$ cat config.mk
export PLATFORM = sky130hd
export DESIGN_NAME = srmq_ctrl
export DESIGN_NICKNAME = d
export VERILOG_FILES = /design/src/hdl/srmq_pkg.sv /design/src/hdl/srmq_ctrl.sv
export SDC_FILE = /design/constraint.sdc
export NUM_CORES = 1
export LEC_CHECK = 0
export BUFFER_PORTS_ARGS = -buffer_cell sky130_fd_sc_hd__buf_2
export CORE_AREA = 4 4 41 43
export DETAILED_ROUTE_END_ITERATION = 8
export DIE_AREA = 0 0 45 47
export PLACE_DENSITY = 0.49
export SKIP_CTS_REPAIR_TIMING = 1
export SYNTH_ARGS = -nofsm -noshare
export SYNTH_HDL_FRONTEND = slang
export SYNTH_SLANG_ARGS = --single-unit
$ cat constraint.sdc
create_clock -name clk -period 2.6 [get_ports clk]
set_input_delay 0.26 -clock clk [delete_from_list [all_inputs] [get_ports clk]]
set_output_delay 0.26 -clock clk [all_outputs]
set_load 0.05 [all_outputs]
$ cat src/hdl/srmq_pkg.sv
// ----------------------------------------------------------------------------
// srmq_pkg: shared types and constants for the sparse-table range-max block
// Request and result layouts, mode and status codes, controller states and
// the command/status bundles between controller and datapath.
// ----------------------------------------------------------------------------
package srmq_pkg;

  // Table geometry
  localparam int MAX_ELEMENTS = 1024;
  localparam int LEVELS       = 11;
  localparam int MEM_DEPTH    = LEVELS * MAX_ELEMENTS;
  localparam int ADDR_W       = $clog2(MEM_DEPTH);

  // Field widths
  localparam int MODE_W   = 2;
  localparam int IDX_W    = 10;
  localparam int VAL_W    = 32;
  localparam int STATUS_W = 2;

  // Element count, level counter and query level widths
  localparam int CNT_W  = $clog2(MAX_ELEMENTS + 1);
  localparam int CMP_W  = CNT_W + 1;
  localparam int LVL_W  = $clog2(LEVELS);
  localparam int LVL_CW = $clog2(LEVELS + 1);

  // Request modes
  typedef enum logic [MODE_W-1:0] {
    MODE_LOAD    = 2'd0,
    MODE_QUERY   = 2'd1,
    MODE_RESTART = 2'd2
  } mode_t;

  // Result status codes
  typedef enum logic [STATUS_W-1:0] {
    STATUS_OK        = 2'd0,
    STATUS_BAD_RANGE = 2'd1,
    STATUS_FULL      = 2'd2
  } status_t;

  // Request payload
  typedef struct packed {
    logic [MODE_W-1:0]       mode;
    logic [IDX_W-1:0]        left_index;
    logic [IDX_W-1:0]        right_index;
    logic signed [VAL_W-1:0] element_value;
  } in_t;

  // Result payload
  typedef struct packed {
    logic signed [VAL_W-1:0] range_maximum;
    logic [STATUS_W-1:0]     status;
  } out_t;

  // Controller states
  typedef enum logic [2:0] {
    ST_IDLE,
    ST_DECODE,
    ST_LD_BASE,
    ST_LD_READ,
    ST_LD_WRITE,
    ST_Q_READ,
    ST_Q_CMP,
    ST_EMIT
  } state_t;

  // Controller to datapath commands
  typedef struct packed {
    logic capture;
    logic decode;
    logic ld_base;
    logic ld_read;
    logic ld_write;
    logic q_read;
    logic q_cmp;
    logic finish;
  } cmd_t;

  // Datapath to controller status
  typedef struct packed {
    logic [MODE_W-1:0] mode;
    logic              load_full;
    logic              range_bad;
    logic              lvl_ok;
    logic              lvl_next_ok;
  } sts_t;

  // Flat table address of entry (level, index)
  function automatic logic [ADDR_W-1:0] mem_addr(input logic [LVL_W-1:0] lvl,
                                                 input logic [IDX_W-1:0] idx);
    return ADDR_W'(ADDR_W'(lvl) * ADDR_W'(MAX_ELEMENTS) + ADDR_W'(idx));
  endfunction

endpackage

$ cat src/hdl/srmq_ctrl.sv
// ----------------------------------------------------------------------------
// srmq_ctrl: sequencing state machine
// Accepts one request at a time, walks the load level loop or the query
// read/compare steps, and emits the result for one cycle.
// ----------------------------------------------------------------------------
module srmq_ctrl (
  input  logic            clk,
  input  logic            rst_n,
  input  logic            start,
  input  srmq_pkg::sts_t  sts,
  output srmq_pkg::cmd_t  cmd,
  output logic            busy,
  output logic            out_valid
);
  import srmq_pkg::*;

  state_t state_r;
  state_t state_nxt;

  // State register
  always_ff @(posedge clk) begin
    if (!rst_n) begin
      state_r <= ST_IDLE;
    end else begin
      state_r <= state_nxt;
    end
  end

  // Next state
  always_comb begin
    state_nxt = state_r;
    case (state_r)
      ST_IDLE: begin
        if (start) state_nxt = ST_DECODE;
      end
      ST_DECODE: begin
        case (sts.mode)
          MODE_LOAD:  state_nxt = sts.load_full ? ST_EMIT : ST_LD_BASE;
          MODE_QUERY: state_nxt = sts.range_bad ? ST_EMIT : ST_Q_READ;
          default:    state_nxt = ST_EMIT;
        endcase
      end
      ST_LD_BASE: begin
        state_nxt = sts.lvl_ok ? ST_LD_READ : ST_EMIT;
      end
      ST_LD_READ: begin
        state_nxt = ST_LD_WRITE;
      end
      ST_LD_WRITE: begin
        state_nxt = sts.lvl_next_ok ? ST_LD_READ : ST_EMIT;
      end
      ST_Q_READ: begin
        state_nxt = ST_Q_CMP;
      end
      ST_Q_CMP: begin
        state_nxt = ST_EMIT;
      end
      ST_EMIT: begin
        state_nxt = ST_IDLE;
      end
      default: begin
        state_nxt = ST_IDLE;
      end
    endcase
  end

  // Outputs
  always_comb begin
    cmd       = '0;
    busy      = 1'b1;
    out_valid = 1'b0;
    case (state_r)
      ST_IDLE: begin
        busy        = 1'b0;
        cmd.capture = start;
      end
      ST_DECODE:   cmd.decode   = 1'b1;
      ST_LD_BASE:  cmd.ld_base  = 1'b1;
      ST_LD_READ:  cmd.ld_read  = 1'b1;
      ST_LD_WRITE: cmd.ld_write = 1'b1;
      ST_Q_READ:   cmd.q_read   = 1'b1;
      ST_Q_CMP:    cmd.q_cmp    = 1'b1;
      ST_EMIT: begin
        cmd.finish = 1'b1;
        out_valid  = 1'b1;
      end
      default: begin
        busy = 1'b1;
      end
    endcase
  end

endmodule

==> reports/results.ini <==
[outcome]
status = finished, final reports clean

[power_and_ir_drop]
pwr_density_cell_nw_per_um2 = 808
power_frac_comb = 0.461
power_mw = 0.304
p_sw_frac = 0.486
seqPwrFrac = 0.265
power_leakage_nw = 0.199
intPower_mw = 0.157
max-vdd-ir-drop_v = 0.000205
p_clk_frac = 0.274
p_switching_mw = 0.148

[sta]
relSlewSlack = 0.725
hold_viol = 0
tightest_slew_ns = 0.411
slew_violations = 0
fin_skew_ns = 0.00703
fin_crit_sh = 0.645
rsz0062_at_grt = false
finalCriticalPeriod_ns = 1.68
setup_violations = 0
finalSetupTns_ns = 0
max_freq_mhz = 597
worst_slack_ns = 0.924

[yosys]
syn_area_um2 = 275
ys_seq_area_frac = 0.218
yosys.area.top_type = dfxtp_1
synth_flop_cell = dfxtp_1
synth-async-reset-ratio = 0
syn_inst = 34
post-synth-top-area-fraction = 0.218
synth_edf_count = 0
yosysUniqueCellTypes = 18
ys.warnings.count = 0
yosys.cell_count.top_type = nor2_1
synth-seq-cells = 3
netlist_top_cells_count = nor2_1, nand2_1, buf_4, dfxtp_1
syn_avg_cell_area_um2 = 8.10
synthTopCellsByArea = dfxtp_1, buf_4, nor2_1
syn_nets = 43

[job]
max_cap_viol_count = 0

[worst_setup_path]
crit_arrival_ns = 1.42
worstSetupEndpointType = output pin
critPathMaxStageDelay_ns = 0.42
slowest_stage = or3_4
start_kind = register
ff2ff_path_depth = 3
timing.rr.start = state_r[2]
r2r_end = state_r[2]
path_max_fanout = 13
rrSetupSlack_ns = 1.50
path_cells = or3_4, nor2_1, buf_2
setup.worst_path.class = register to output pin
crit_required_ns = 2.34

[clock_network]
root_buffer = clkbuf_4
h-tree-depth = 1
cts_tree = built
cts.sinks = 3
numCtsBuffers = 3
clk_pin_slew_worst_paths_ns = 0.04
clk_path_buf_depth = 2
clock_latency_ns = 0.24

[placement]
place_congestion = 0.683
io_buffers = 18
place_area_um2 = 350
dp_slack_ns = 1.18
hpwl_um = 505
placed_cells = 63

[die]
die_area_um2 = 2120
ios = 19
fp-row-count = 13
die_h_um = 47
core_area_um2 = 1300
die_w_um = 45
start_util = 0.212

[global_route]
gr-total-overflow = 0
grt_start_max_net_pins = 14
grt_usage = 0.0734
grt_pass1_wl_um = 1000
antenna_found_initial = 0
grt_pass1_vias = 246

[detailed_routing]
ant_nets = 0
drt-pass1-iter-count = 2
via_per_inst = 4.12
first_iter_violations = 2
finalWirelength_um = 645
wl_per_cell_um = 9.63
vias = 276
drcViolationCount = 0

[cells_and_area]
fin_nets = 62
drive_gt1_frac = 0.500
top_regs = state_r (3)
design_area_um2 = 377
regMostFlops = state_r
largest_reg_flops = 3
final_cell_count_no_fill = 67
multi_input_area_um2 = 174
ff_latch_area_um2 = 60.1
n_antenna_cell = 0
fill_cells = 153
area_growth_pct = 36.8

[worst_hold_path]
holdPathStages = 3
hp-start = rst_n
hp-class = primary input to register
worstHoldEndpoint = state_r[2]

## worst max-delay path: cells and delay by family (launching register included)
family	cells	cell delay [ns]
flip-flops	1	0.41
buffers and inverters	1	0.26
AND/OR/NAND/NOR	2	0.50
## cell usage in the layout (no fill, tap or decap), drive strengths merged
cell type  synthesis  layout
and3b              1       1
clkbuf             0       4
a22o               1       1
and3               1       1
nor3               1       1
o31ai              2       2
and2               1       1
buf                4      18
inv                2       2
nand2              4       4
nand2b             1       1
a21oi              2       2
nor2               6       6
o41ai              1       1
dfxtp              3       3
or3                2       2
nor3b              2       2
## worst max-delay path by stage
stage	start	endpoint	slack, ns	depth (start not counted)
2_1_floorplan	state_r[2]	cmd[3]	0.70	2
3_3_place_gp	state_r[0]	cmd[7]	1.18	3
3_5_place_dp	state_r[0]	cmd[7]	1.18	3
4_1_cts	state_r[0]	cmd[7]	0.91	3
5_1_grt	state_r[0]	cmd[7]	0.82	3
6_report	state_r[0]	cmd[7]	0.92	3
## metrics by stage
stage	hold slack (ns)	util
2_1_floorplan	0.372	-
3_3_place_gp	0.528	0.269
3_5_place_dp	0.529	0.269
4_1_cts	0.271	0.289
5_1_grt	0.274	0.289
6_report	0.278	0.289
## cells by family (layout without fill, tap and decap cells)
kind of cell / Yosys count / count (layout) / share of synthesized area
AOI/OAI and AO/OA: 6 / 6 / 0.205
DFF: 3 / 3 / 0.218
buffers and inverters: 6 / 24 / 0.150
and+or+nand+nor: 19 / 19 / 0.427
## power by group through the flow
stage,clock [mW],sequential (mW),combinational [mW]
after floorplan,0,0.0605,0.143
after global placement,0,0.0810,0.142
after detailed placement,0,0.0813,0.141
after CTS,0.0883,0.0803,0.142
after global routing,0.0928,0.0854,0.150
final,0.0835,0.0806,0.140
## area by class of cell
class	instances	share of cell area
Tap cell	15	0.0498
Clock buffer	4	0.0698
Sequential cell	3	0.159
Multi-Input combinational cell	25	0.462
Timing Repair Buffer	18	0.239
Inverter	2	0.0199
## layer usage
layer | track usage | vias up | part of all wire
li1 | - | 150 | -
met1 | 0.0907 | 110 | 0.50
met2 | 0.0819 | 16 | 0.39
met3 | 0.0460 | 0 | 0.11
met4 | 0.0702 | 0 | 0
met5 | 0 | - | 0
(Power assumes the default switching activity.)
